File: config.mk
export PLATFORM = sky130hd
export DESIGN_NAME = dmc_ctrl
export DESIGN_NICKNAME = d
export VERILOG_FILES = /design/src/rtl/dmc_pkg.sv /design/src/rtl/dmc_ctrl.sv
export SDC_FILE = /design/constraint.sdc
export NUM_CORES = 1
export LEC_CHECK = 0
export ABC_AREA = 1
export BUFFER_PORTS_ARGS = -buffer_cell sky130_fd_sc_hd__buf_2
export CORE_MARGIN = 2
export CORE_UTILIZATION = 45
export CTS_CLUSTER_SIZE = 25
export DETAILED_ROUTE_END_ITERATION = 6
export PLACE_DENSITY = 0.66
export SYNTH_ARGS = -nofsm -noshare
export SYNTH_HDL_FRONTEND = slang
export SYNTH_SLANG_ARGS = --single-unit
File: constraint.sdc
create_clock -name clk -period 19.6 [get_ports clk]
set_input_delay 0.98 -clock clk [delete_from_list [all_inputs] [get_ports clk]]
set_output_delay 0.98 -clock clk [all_outputs]
set_load 0.01 [all_outputs]
File: src/rtl/dmc_pkg.sv
// ============================================================================
// dmc_pkg
// Shared types and constants of the depth-first maze carver.
// ============================================================================
`default_nettype none

package dmc_pkg;

	// Grid limits in squares, outer walls included
	localparam int MAX_ROWS   = 64;
	localparam int MAX_COLS   = 64;
	localparam int HALF_ROWS  = MAX_ROWS / 2;
	localparam int HALF_COLS  = MAX_COLS / 2;
	localparam int CELL_COUNT = HALF_ROWS * HALF_COLS;

	// Cell index is {half row, half column}
	localparam int HR_W   = $clog2(HALF_ROWS);
	localparam int HC_W   = $clog2(HALF_COLS);
	localparam int CELL_W = HR_W + HC_W;
	localparam int CNT_W  = $clog2(CELL_COUNT + 1);

	// Fixed field widths of the channels
	localparam int GRID_W    = 7;
	localparam int RAND_W    = 8;
	localparam int COORD_W   = 6;
	localparam int DEPTH_W   = 11;
	localparam int CFG_IDX_W = 2;

	// Width for bound compares on grid dimensions
	localparam int MAX_DIM = (MAX_ROWS > MAX_COLS) ? MAX_ROWS : MAX_COLS;
	localparam int CMP_W   = $clog2(MAX_DIM + (2 ** GRID_W)) + 1;

	// Configuration register indexes
	localparam logic [CFG_IDX_W-1:0] REG_GRID_WIDTH  = CFG_IDX_W'(0);
	localparam logic [CFG_IDX_W-1:0] REG_GRID_HEIGHT = CFG_IDX_W'(1);

	// Request codes
	localparam logic REQ_START = 1'b0;
	localparam logic REQ_STEP  = 1'b1;

	typedef enum logic [1:0] {
		EV_STARTED     = 2'd0,
		EV_CARVED      = 2'd1,
		EV_BACKTRACKED = 2'd2,
		EV_FINISHED    = 2'd3
	} ev_t;

	typedef enum logic [1:0] {
		DIR_UP    = 2'd0,
		DIR_DOWN  = 2'd1,
		DIR_LEFT  = 2'd2,
		DIR_RIGHT = 2'd3
	} dir_t;

	typedef enum logic [2:0] {
		ST_IDLE,
		ST_CLEAR,
		ST_TOP,
		ST_MID,
		ST_UP,
		ST_DOWN,
		ST_DONE
	} state_t;

	// Clamped grid dimensions
	typedef struct packed {
		logic [CMP_W-1:0] w_lim;
		logic [CMP_W-1:0] h_lim;
	} grid_cfg_t;

	typedef struct packed {
		ev_t                event_res;
		logic [COORD_W-1:0] cell_row;
		logic [COORD_W-1:0] cell_col;
		logic [COORD_W-1:0] link_row;
		logic [COORD_W-1:0] link_col;
		logic [DEPTH_W-1:0] stack_depth;
	} result_t;

endpackage

`default_nettype wire

File: src/rtl/dmc_ctrl.sv
// ============================================================================
// dmc_ctrl
// Carver sequencer: reads stack top and three visited rows, picks a
// neighbour, writes the visited row back and pushes or pops the stack.
// ============================================================================
`default_nettype none

module dmc_ctrl (
	input  wire logic                             clk,
	input  wire logic                             arst_n,
	input  wire dmc_pkg::grid_cfg_t               grid,
	// request transaction
	input  wire logic                             req_valid,
	output logic                                  req_ready,
	input  wire logic                             req_type,
	input  wire logic [dmc_pkg::RAND_W-1:0]       rand_value,
	// result transaction
	output logic                                  res_valid,
	input  wire logic                             res_ready,
	output dmc_pkg::result_t                      res,
	// visited map, one row of cells per entry
	output logic                                  vis_we,
	output logic      [dmc_pkg::HR_W-1:0]         vis_waddr,
	output logic      [dmc_pkg::HALF_COLS-1:0]    vis_wdata,
	output logic      [dmc_pkg::HR_W-1:0]         vis_raddr,
	input  wire logic [dmc_pkg::HALF_COLS-1:0]    vis_rdata,
	// path stack
	output logic                                  stk_we,
	output logic      [dmc_pkg::CELL_W-1:0]       stk_waddr,
	output logic      [dmc_pkg::CELL_W-1:0]       stk_wdata,
	output logic      [dmc_pkg::CELL_W-1:0]       stk_raddr,
	input  wire logic [dmc_pkg::CELL_W-1:0]       stk_rdata
);

	localparam int CMP_W = dmc_pkg::CMP_W;
	localparam int HR_W  = dmc_pkg::HR_W;
	localparam int HC_W  = dmc_pkg::HC_W;
	localparam int CW    = dmc_pkg::COORD_W;

	dmc_pkg::state_t state_q, state_nxt;

	logic [dmc_pkg::CNT_W-1:0]     count_q;
	logic [dmc_pkg::CNT_W-1:0]     cnt_m1;
	logic [HR_W-1:0]               clr_q;
	logic [dmc_pkg::RAND_W-1:0]    rand_q;
	logic [dmc_pkg::CELL_W-1:0]    top_q;
	logic [dmc_pkg::HALF_COLS-1:0] mid_q;
	logic [dmc_pkg::HALF_COLS-1:0] up_q;
	dmc_pkg::result_t              res_q;

	logic                          accept;
	logic [HR_W-1:0]               hr, hr_m1, hr_p1, new_hr;
	logic [HC_W-1:0]               hc, hc_m1, hc_p1, new_hc;
	logic [3:0]                    cand;
	logic [2:0]                    n_cand;
	logic [10:0]                   prod;
	logic [1:0]                    pick;
	dmc_pkg::dir_t                 sel;
	logic [CW-1:0]                 link_r, link_c;
	logic [dmc_pkg::HALF_COLS-1:0] wr_row;
	logic                          can_push;

	// Cell at (2x+1) lies inside a dimension lim when 2x+3 <= lim
	function automatic logic fits(input logic [CMP_W-1:0] x, input logic [CMP_W-1:0] lim);
		fits = ({x[CMP_W-2:0], 1'b0} + CMP_W'(3)) <= lim;
	endfunction

	assign accept   = req_valid && req_ready;
	assign cnt_m1   = count_q - dmc_pkg::CNT_W'(1);
	assign can_push = count_q < dmc_pkg::CNT_W'(dmc_pkg::CELL_COUNT);

	assign hr    = top_q[dmc_pkg::CELL_W-1:HC_W];
	assign hc    = top_q[HC_W-1:0];
	assign hr_m1 = hr - HR_W'(1);
	assign hr_p1 = hr + HR_W'(1);
	assign hc_m1 = hc - HC_W'(1);
	assign hc_p1 = hc + HC_W'(1);

	// Neighbour evaluation, valid in ST_DOWN when the down row is on vis_rdata
	always_comb begin
		logic [1:0] seen;
		logic       found;
		cand[dmc_pkg::DIR_UP]    = (hr != '0) && fits(CMP_W'(hr) - CMP_W'(1), grid.h_lim)
			&& fits(CMP_W'(hc), grid.w_lim) && !up_q[hc];
		cand[dmc_pkg::DIR_DOWN]  = fits(CMP_W'(hr) + CMP_W'(1), grid.h_lim)
			&& fits(CMP_W'(hc), grid.w_lim) && !vis_rdata[hc];
		cand[dmc_pkg::DIR_LEFT]  = (hc != '0) && fits(CMP_W'(hr), grid.h_lim)
			&& fits(CMP_W'(hc) - CMP_W'(1), grid.w_lim) && !mid_q[hc_m1];
		cand[dmc_pkg::DIR_RIGHT] = fits(CMP_W'(hr), grid.h_lim)
			&& fits(CMP_W'(hc) + CMP_W'(1), grid.w_lim) && !mid_q[hc_p1];

		n_cand = {2'b00, cand[0]} + {2'b00, cand[1]} + {2'b00, cand[2]} + {2'b00, cand[3]};
		prod   = 11'(rand_q) * 11'(n_cand);
		pick   = prod[9:8];

		// pick-th candidate in up, down, left, right order
		sel   = dmc_pkg::DIR_UP;
		seen  = 2'd0;
		found = 1'b0;
		for (int i = 0; i < 4; i++) begin
			if (cand[i] && !found) begin
				if (seen == pick) begin
					sel   = dmc_pkg::dir_t'(2'(i));
					found = 1'b1;
				end
				seen = seen + 2'd1;
			end
		end

		new_hr = hr;
		new_hc = hc;
		link_r = CW'({hr, 1'b1});
		link_c = CW'({hc, 1'b1});
		wr_row = mid_q;
		case (sel)
			dmc_pkg::DIR_UP: begin
				new_hr = hr_m1;
				link_r = CW'({hr, 1'b0});
				wr_row = up_q;
			end
			dmc_pkg::DIR_DOWN: begin
				new_hr = hr_p1;
				link_r = CW'({hr, 1'b0}) + CW'(2);
				wr_row = vis_rdata;
			end
			dmc_pkg::DIR_LEFT: begin
				new_hc = hc_m1;
				link_c = CW'({hc, 1'b0});
			end
			dmc_pkg::DIR_RIGHT: begin
				new_hc = hc_p1;
				link_c = CW'({hc, 1'b0}) + CW'(2);
			end
			default: ;
		endcase
	end

	// Next state
	always_comb begin
		state_nxt = state_q;
		unique case (state_q)
			dmc_pkg::ST_IDLE: begin
				if (accept) begin
					if (req_type == dmc_pkg::REQ_START) begin
						state_nxt = dmc_pkg::ST_CLEAR;
					end else if (count_q == '0) begin
						state_nxt = dmc_pkg::ST_DONE;
					end else begin
						state_nxt = dmc_pkg::ST_TOP;
					end
				end
			end
			dmc_pkg::ST_CLEAR: begin
				if (clr_q == HR_W'(dmc_pkg::HALF_ROWS - 1)) begin
					state_nxt = dmc_pkg::ST_DONE;
				end
			end
			dmc_pkg::ST_TOP:  state_nxt = dmc_pkg::ST_MID;
			dmc_pkg::ST_MID:  state_nxt = dmc_pkg::ST_UP;
			dmc_pkg::ST_UP:   state_nxt = dmc_pkg::ST_DOWN;
			dmc_pkg::ST_DOWN: state_nxt = dmc_pkg::ST_DONE;
			dmc_pkg::ST_DONE: begin
				if (res_ready) begin
					state_nxt = dmc_pkg::ST_IDLE;
				end
			end
			default: state_nxt = dmc_pkg::ST_IDLE;
		endcase
	end

	// Handshakes and memory controls
	always_comb begin
		req_ready = 1'b0;
		res_valid = 1'b0;
		vis_we    = 1'b0;
		vis_waddr = new_hr;
		vis_wdata = wr_row;
		vis_wdata[new_hc] = 1'b1;
		vis_raddr = hr;
		stk_we    = 1'b0;
		stk_waddr = count_q[dmc_pkg::CELL_W-1:0];
		stk_wdata = {new_hr, new_hc};
		stk_raddr = cnt_m1[dmc_pkg::CELL_W-1:0];
		unique case (state_q)
			dmc_pkg::ST_IDLE: begin
				req_ready = 1'b1;
				// start cell goes to the stack bottom
				if (accept && req_type == dmc_pkg::REQ_START) begin
					stk_we    = 1'b1;
					stk_waddr = '0;
					stk_wdata = '0;
				end
			end
			dmc_pkg::ST_CLEAR: begin
				vis_we    = 1'b1;
				vis_waddr = clr_q;
				vis_wdata = (clr_q == '0) ? dmc_pkg::HALF_COLS'(1) : '0;
			end
			dmc_pkg::ST_TOP: vis_raddr = stk_rdata[dmc_pkg::CELL_W-1:HC_W];
			dmc_pkg::ST_MID: vis_raddr = hr_m1;
			dmc_pkg::ST_UP:  vis_raddr = hr_p1;
			dmc_pkg::ST_DOWN: begin
				if (n_cand != '0) begin
					vis_we = 1'b1;
					stk_we = can_push;
				end
			end
			dmc_pkg::ST_DONE: res_valid = 1'b1;
			default: ;
		endcase
	end

	// Control registers
	always_ff @(posedge clk or negedge arst_n) begin
		if (!arst_n) begin
			state_q <= dmc_pkg::ST_IDLE;
			count_q <= '0;
			clr_q   <= '0;
		end else begin
			state_q <= state_nxt;
			if (state_q == dmc_pkg::ST_IDLE && accept && req_type == dmc_pkg::REQ_START) begin
				count_q <= dmc_pkg::CNT_W'(1);
				clr_q   <= '0;
			end
			if (state_q == dmc_pkg::ST_CLEAR) begin
				clr_q <= clr_q + HR_W'(1);
			end
			if (state_q == dmc_pkg::ST_DOWN) begin
				if (n_cand == '0) begin
					count_q <= cnt_m1;
				end else if (can_push) begin
					count_q <= count_q + dmc_pkg::CNT_W'(1);
				end
			end
		end
	end

	// Datapath registers
	always_ff @(posedge clk) begin
		unique case (state_q)
			dmc_pkg::ST_IDLE: begin
				if (accept) begin
					rand_q <= rand_value;
					if (req_type == dmc_pkg::REQ_START) begin
						res_q <= '{event_res: dmc_pkg::EV_STARTED, cell_row: CW'(1),
							cell_col: CW'(1), link_row: '0, link_col: '0,
							stack_depth: dmc_pkg::DEPTH_W'(1)};
					end else begin
						res_q <= '{event_res: dmc_pkg::EV_FINISHED, cell_row: '0,
							cell_col: '0, link_row: '0, link_col: '0,
							stack_depth: '0};
					end
				end
			end
			dmc_pkg::ST_TOP: top_q <= stk_rdata;
			dmc_pkg::ST_MID: mid_q <= vis_rdata;
			dmc_pkg::ST_UP:  up_q  <= vis_rdata;
			dmc_pkg::ST_DOWN: begin
				if (n_cand == '0) begin
					res_q.event_res   <= dmc_pkg::EV_BACKTRACKED;
					res_q.cell_row    <= CW'({hr, 1'b1});
					res_q.cell_col    <= CW'({hc, 1'b1});
					res_q.link_row    <= '0;
					res_q.link_col    <= '0;
					res_q.stack_depth <= dmc_pkg::DEPTH_W'(cnt_m1);
				end else begin
					res_q.event_res   <= dmc_pkg::EV_CARVED;
					res_q.cell_row    <= CW'({new_hr, 1'b1});
					res_q.cell_col    <= CW'({new_hc, 1'b1});
					res_q.link_row    <= link_r;
					res_q.link_col    <= link_c;
					res_q.stack_depth <= can_push
						? dmc_pkg::DEPTH_W'(count_q + dmc_pkg::CNT_W'(1))
						: dmc_pkg::DEPTH_W'(count_q);
				end
			end
			default: ;
		endcase
	end

	assign res = res_q;

endmodule

`default_nettype wire

==> impl_metrics.yaml, run 1 <==
status:
  status: "completed"
global_routing:
  track_usage: 0.261
  grt_overflow_total: 0
  grt_max_degree: 59
  grt_pass1_vias: 9238
  grt_pass1_wl_um: 49300
  antenna_found_initial: 2
worst_setup_path:
  required_ps: 18620
  crit_type: "flip-flop to primary output"
  critical-path-max-stage-delay_ps: 740
  crit_path_frequent_cell: "nand2_1"
  critPathArrivalTime_ps: 9970
  crit_path_start_kind: "flip-flop"
  crit_slowest_cell: "ha_1"
  crit_path_max_fanout: 58
  cp-end-kind: "primary output"
routing:
  remaining_drc_errors: 0
  via_per_inst: 5.49
  wl_per_cell_um: 17.5
  ant_nets: 0
  wirelength_um: 32500
  via_count: 10181
  drt_pass1_iterations: 7
  drtIter0Drc: 1227
clock_tree:
  clock_latency_ps: 440
  post-cts-setup-buffer-count: 0
  htreeDepth: 4
  clock_sinks: 137
  post_cts_resized: 0
  cts-root-buf: "clkbuf_16"
  clk_path_buf_depth: 2
  path_clk_slew_ps: 70
  cts_tree: "yes"
  cts_hold_buf: 0
  cts_buffers: 17
die:
  placementRows: 55
  dieArea_um2: 24600
  start_util: 0.462
  core_area_um2: 22800
  die_h_um: 157
  io_pins: 186
  fp.dieW_um: 157
sta:
  finalSetupTns_ps: 0
  skew_ps: 14.8
  max_freq_mhz: 91.3
  slew_viol_final: 0
  setup_viol: 0
  hold_violations: 0
  finalCritPeriodShare: 0.559
  rsz0062_at_grt: "false"
  relSlewSlack: 0.422
  worstMarginPinSlew_ps: 864
  min_period_ps: 10950
yosys:
  synth.avg_cell_area_um2: 7.69
  yosys.area_share.simple: 0.265
  synth_compound_area_frac: 0.124
  synthXorXnorAreaFrac: 0.0239
  synth-seq-cells: 137
  synth_warnings: 0
  netlist_area_um2: 10500
  yosysUniqueCellTypes: 55
  ys_seq_area_frac: 0.382
  synth_mux_area_frac: 0.00666
  synth_fa_ha_area_frac: 0.0894
  synth_top_family_by_area: "simple AND/OR/NAND/NOR gates"
  synthCells: 1368
layout:
  final_common_cell: "nand2_1"
  final_cell_mix: "304 x nand2_1, 202 x inv_1, 185 x buf_2"
  fillers: 2215
  final_cell_area_um2: 12200
  drive_above_1_share: 0.188
  nNetsFinal: 1672
  syn_to_final_growth_pct: 16.4
placed_design:
  post-dp-hpwl_um: 24100
  placed_cell_area_um2: 11600
  portBuffers: 185
  gp_routability_congestion: 0.891
run:
  drv_cap: 0
worst_hold_path:
  hp-class: "primary input to async pin"
cells in the mapped netlist (all sizes together):
master     n  area share
o31ai      3      0.0021
o21ai     62       0.031
o32ai      2      0.0017
clkbuf    24      0.0086
o21a       7      0.0050
buf       33       0.022
o211ai     5      0.0036
a22oi      4      0.0029
nor3       8      0.0038
nand4     13      0.0083
nand3    139       0.072
nor3b      1     0.00071
nor2     138       0.058
edfxtp   118        0.34
o221ai     6      0.0050
o22ai     36       0.021
fa         7       0.013
inv      215       0.077
conb       1     0.00036
nand2    310        0.11
nand3b     3      0.0021
o2111ai    1     0.00083
dfrtp     19       0.045
a32oi      2      0.0017
a21oi     88       0.043
xor2      23       0.021
and2       1     0.00059
ha        64       0.076
a31o       1     0.00083
clkinv     5      0.0018
nor4       1     0.00059
or2       10      0.0059
o21bai     4      0.0029
o221a      1      0.0011
a31oi      2      0.0012
xnor2      4      0.0033
mux2i      7      0.0067
state kept, by name (all words and copies together) (netlist names):
| signal | flops |
|---|---|
| top_q | 10 |
| mid_q | 32 |
| clr_q | 5 |
| state_q | 3 |
| res | 36 |
| rand_q | 8 |
| up_q | 32 |
| count_q | 11 |
cell families (layout without fill, tap and decap cells):
kind of cell | Yosys count | count (layout)
XOR/XNOR | 27 | 27
AND/OR/NAND/NOR | 624 | 624
adder cells (fa/ha/maj) | 71 | 71
multiplexers | 7 | 7
flip-flops | 137 | 137
AO/OA/AOI/OAI | 224 | 224
other | 1 | 4
buffers and inverters | 277 | 449
through the flow:
| step | utilization | setup WS (ps) | instances | hold WS (ps) |
|---|---|---|---|---|
| 2_1_floorplan | - | 11270 | 1369 | 545 |
| 5_1_grt | 0.538 | 7910 | 1855 | 529 |
| 3_5_place_dp | 0.511 | 9210 | 1822 | 593 |
| 6_report | 0.538 | 8650 | 1856 | 502 |
| 3_3_place_gp | 0.511 | 9460 | 1822 | 584 |
| 4_1_cts | 0.538 | 8740 | 1854 | 504 |
final cells by class:
class | count | area, um2 | area share
Multi-Input combinational cell | 955 | 5380 | 0.439
Clock inverter | 15 | 183 | 0.0149
Tap cell | 313 | 392 | 0.0320
Inverter | 220 | 828 | 0.0676
Antenna cell | 2 | 5.00 | 0.000409
Timing Repair Buffer | 197 | 1020 | 0.0829
Clock buffer | 17 | 425 | 0.0347
Sequential cell | 137 | 4020 | 0.328
path summary, 6_finish.rpt:
check | from | endpoint | slack, ps | cells past startpoint
worst max-delay path | top_q[0] | vis_wdata[14] | 8650 | 46
worst min-delay path | arst_n | state_q[0] | 500 | 1
worst max register to register | top_q[0] | res[34] | 10410 | 38
worst min register to register | clr_q[4] | clr_q[4] | 610 | 2
max in group asynchronous | arst_n | clr_q[4] | 18750 | 1
min in group clk | clr_q[4] | clr_q[4] | 610 | 2
layer usage:
| layer | part of all wire | vias up | global-route usage |
|---|---|---|---|
| met2 | 0.45 | 544 | 0.404 |
| met4 | 0.026 | 0 | 0.0834 |
| met5 | 0 | - | 0 |
| li1 | - | 4848 | - |
| met1 | 0.43 | 4726 | 0.368 |
| met3 | 0.092 | 63 | 0.0504 |
worst max-delay path, delay by kind of cell, from the launching register on:
kind / cells / cell delay (ps)
XOR/XNOR: 2 / 320
buffers and inverters: 9 / 2270
flip-flops: 1 / 330
adder cells (fa/ha/maj): 7 / 2660
AO/OA/AOI/OAI: 5 / 910
AND/OR/NAND/NOR: 23 / 3040
Power of run 1 is not shown: default switching activity piles up to over one toggle a cycle in this logic, so the estimate is an artifact.
==> inputs of run 2 (changes only) <==
- ABC_AREA: 1 -> 0
- clock period: 19.6 -> 11.2 ns (I/O delays scaled with it)
==> run 2 against run 1 <==
Against the previous run: cell count decreased by 15%; setup slack got worse by 8000 ps; via count shrank 7.8%; the run now ends with DRC left; first-iteration DRC count is 26% lower; critical path depth shrank 11; sequential share of layout area shrank 0.54 points; area after synthesis up 1.6%; core utilization is 0.56 points lower; final area rose by 1.7%; die area increased by 1.6%; register-to-register slack worse by 8600 ps; hold slack got worse by 420 ps.
==> impl_metrics.yaml, run 2 <==
clock_tree:
  clock_latency_ps: 430
  post_cts_resized: 0
  path_clk_slew_ps: 70
  clock_sinks: 137
  cts_tree: "yes"
  htreeDepth: 4
  post-cts-setup-buffer-count: 0
  cts-root-buf: "clkbuf_16"
  clk_path_buf_depth: 2
  cts_buffers: 17
  cts_hold_buf: 0
die:
  fp.dieW_um: 158
  start_util: 0.457
  dieArea_um2: 25000
  core_area_um2: 23400
  io_pins: 186
  die_h_um: 158
  placementRows: 56
worst_setup_path:
  cp.depth: 35
  cp-end-kind: "primary output"
  reg2regPathDepth: 36
  critPathArrivalTime_ps: 10000
  critical-path-max-stage-delay_ps: 580
  crit_slowest_cell: "edfxtp_1"
  crit_type: "flip-flop to primary output"
  timing.critical_path.buf_inv: 5
  crit_path_start_kind: "flip-flop"
  crit_path_max_fanout: 12
  path_delay_family: "adder cells"
  required_ps: 10640
  crit_path_frequent_cell: "ha_1"
sta:
  setup_viol: 0
  worstMarginPinSlew_ps: 1150
  holdWs_ps: 85.9
  hold_violations: 0
  layout_setup_ws_ps: 641
  finalCritPeriodShare: 0.943
  max_freq_mhz: 94.7
  relSlewSlack: 0.227
  min_period_ps: 10560
  rsz0062_at_grt: "true"
  skew_ps: 15.3
  slew_viol_final: 0
layout:
  multi_input_area_um2: 6160
  nNetsFinal: 1394
  fin_cells: 1582
  largest_reg_flops: 36
  syn_to_final_growth_pct: 16.5
  final_cell_mix: "185 x buf_2, 131 x nand2_1, 118 x edfxtp_1"
  fillers: 2182
  ff_latch_area_um2: 4020
  final_cell_area_um2: 12500
  diodes: 0
  drive_above_1_share: 0.251
  final_common_cell: "buf_2"
placed_design:
  portBuffers: 185
  post-dp-hpwl_um: 23800
  post-place-cells: 1550
  placed_cell_area_um2: 11900
  post-place-ws_ps: 995
  gp_routability_congestion: 0.935
yosys:
  ys_seq_area_frac: 0.376
  yosysUniqueCellTypes: 79
  synth-seq-cells: 137
  synth_warnings: 0
  synth_edf_count: 118
  yosysMostFrequentCell: "nand2_1"
  synthArstFlopShare: 0.139
  netlist.top_cell.by_area: "edfxtp_1"
  netlist_area_um2: 10700
  synth.avg_cell_area_um2: 9.74
  ys.flop_type: "edfxtp_1"
  ys_top_cells_by_area: "edfxtp_1 33%, ha_1 7.5%, mux4_2 5.9%, nand2_1 4.6%, dfrtp_1 4.4%"
  synthCells: 1098
  synthTopCellsByCount: "131 x nand2_1, 118 x edfxtp_1, 93 x a21oi_1, 82 x nor2_1, 64 x ha_1"
  synth_top_area_share: 0.331
global_routing:
  grt_overflow_total: 0
  track_usage: 0.258
  grt_pass1_wl_um: 49800
  grt_pass1_vias: 9007
  grt_max_degree: 44
  antenna_found_initial: 0
routing:
  drtIter0Drc: 905
  wirelength_um: 32200
  wl_per_cell_um: 20.3
  remaining_drc_errors: 5
  via_count: 9384
  ant_nets: 0
  via_per_inst: 5.93
  drt_pass1_iterations: 7
run:
  drv_cap: 0
status:
  status: "finished, violations left"
  violations: "DRC"
worst_hold_path:
  hp-class: "primary input to async pin"
==> run 2: path summary, 6_finish.rpt <==
path	startpoint	to	slack (ps)
min in group clk	stk_rdata[2]	top_q[2]	310
min	arst_n	count_q[9]	90
min reg2reg	count_q[0]	count_q[0]	570
max reg2reg	top_q[6]	res[31]	1780
max in group asynchronous	arst_n	count_q[3]	10760
max	top_q[6]	vis_wdata[5]	640
==> run 2: through the flow <==
step,TNS (ps),util
after detailed placement,0,0.506
after floorplan,0,-
after global routing,-43.1,0.532
after global placement,0,0.506
final,0,0.532
after CTS,0,0.532
==> run 2: logic make-up (layout without fill, tap and decap cells) <==
group,count (synthesis),in the layout,synth area share
compound gates,280,280,0.177
xor+xnor,69,69,0.0611
fa+ha+maj,71,71,0.0880
buf+inv,128,292,0.0516
flops,137,137,0.376
mux,49,49,0.0799
other cells,1,2,0.000351
simple gates,363,363,0.166
==> run 2: cell type report <==
type | count | area share
inverter | 54 | 0.0165
tap | 319 | 0.0320
multi-input combinational | 834 | 0.494
sequential | 137 | 0.323
clock inverter | 14 | 0.0131
clock buffer | 18 | 0.0345
timing repair buffer | 206 | 0.0870
==> run 2: metal layers <==
metal / wire length [um] / track usage / vias to the layer above
met5: 0 / 0 / -
met4: 575 / 0.0729 / 0
met3: 3020 / 0.0430 / 47
met2: 14300 / 0.399 / 521
met1: 14300 / 0.375 / 4472
li1: - / - / 4344
Power of run 2 is left out for the same reason.
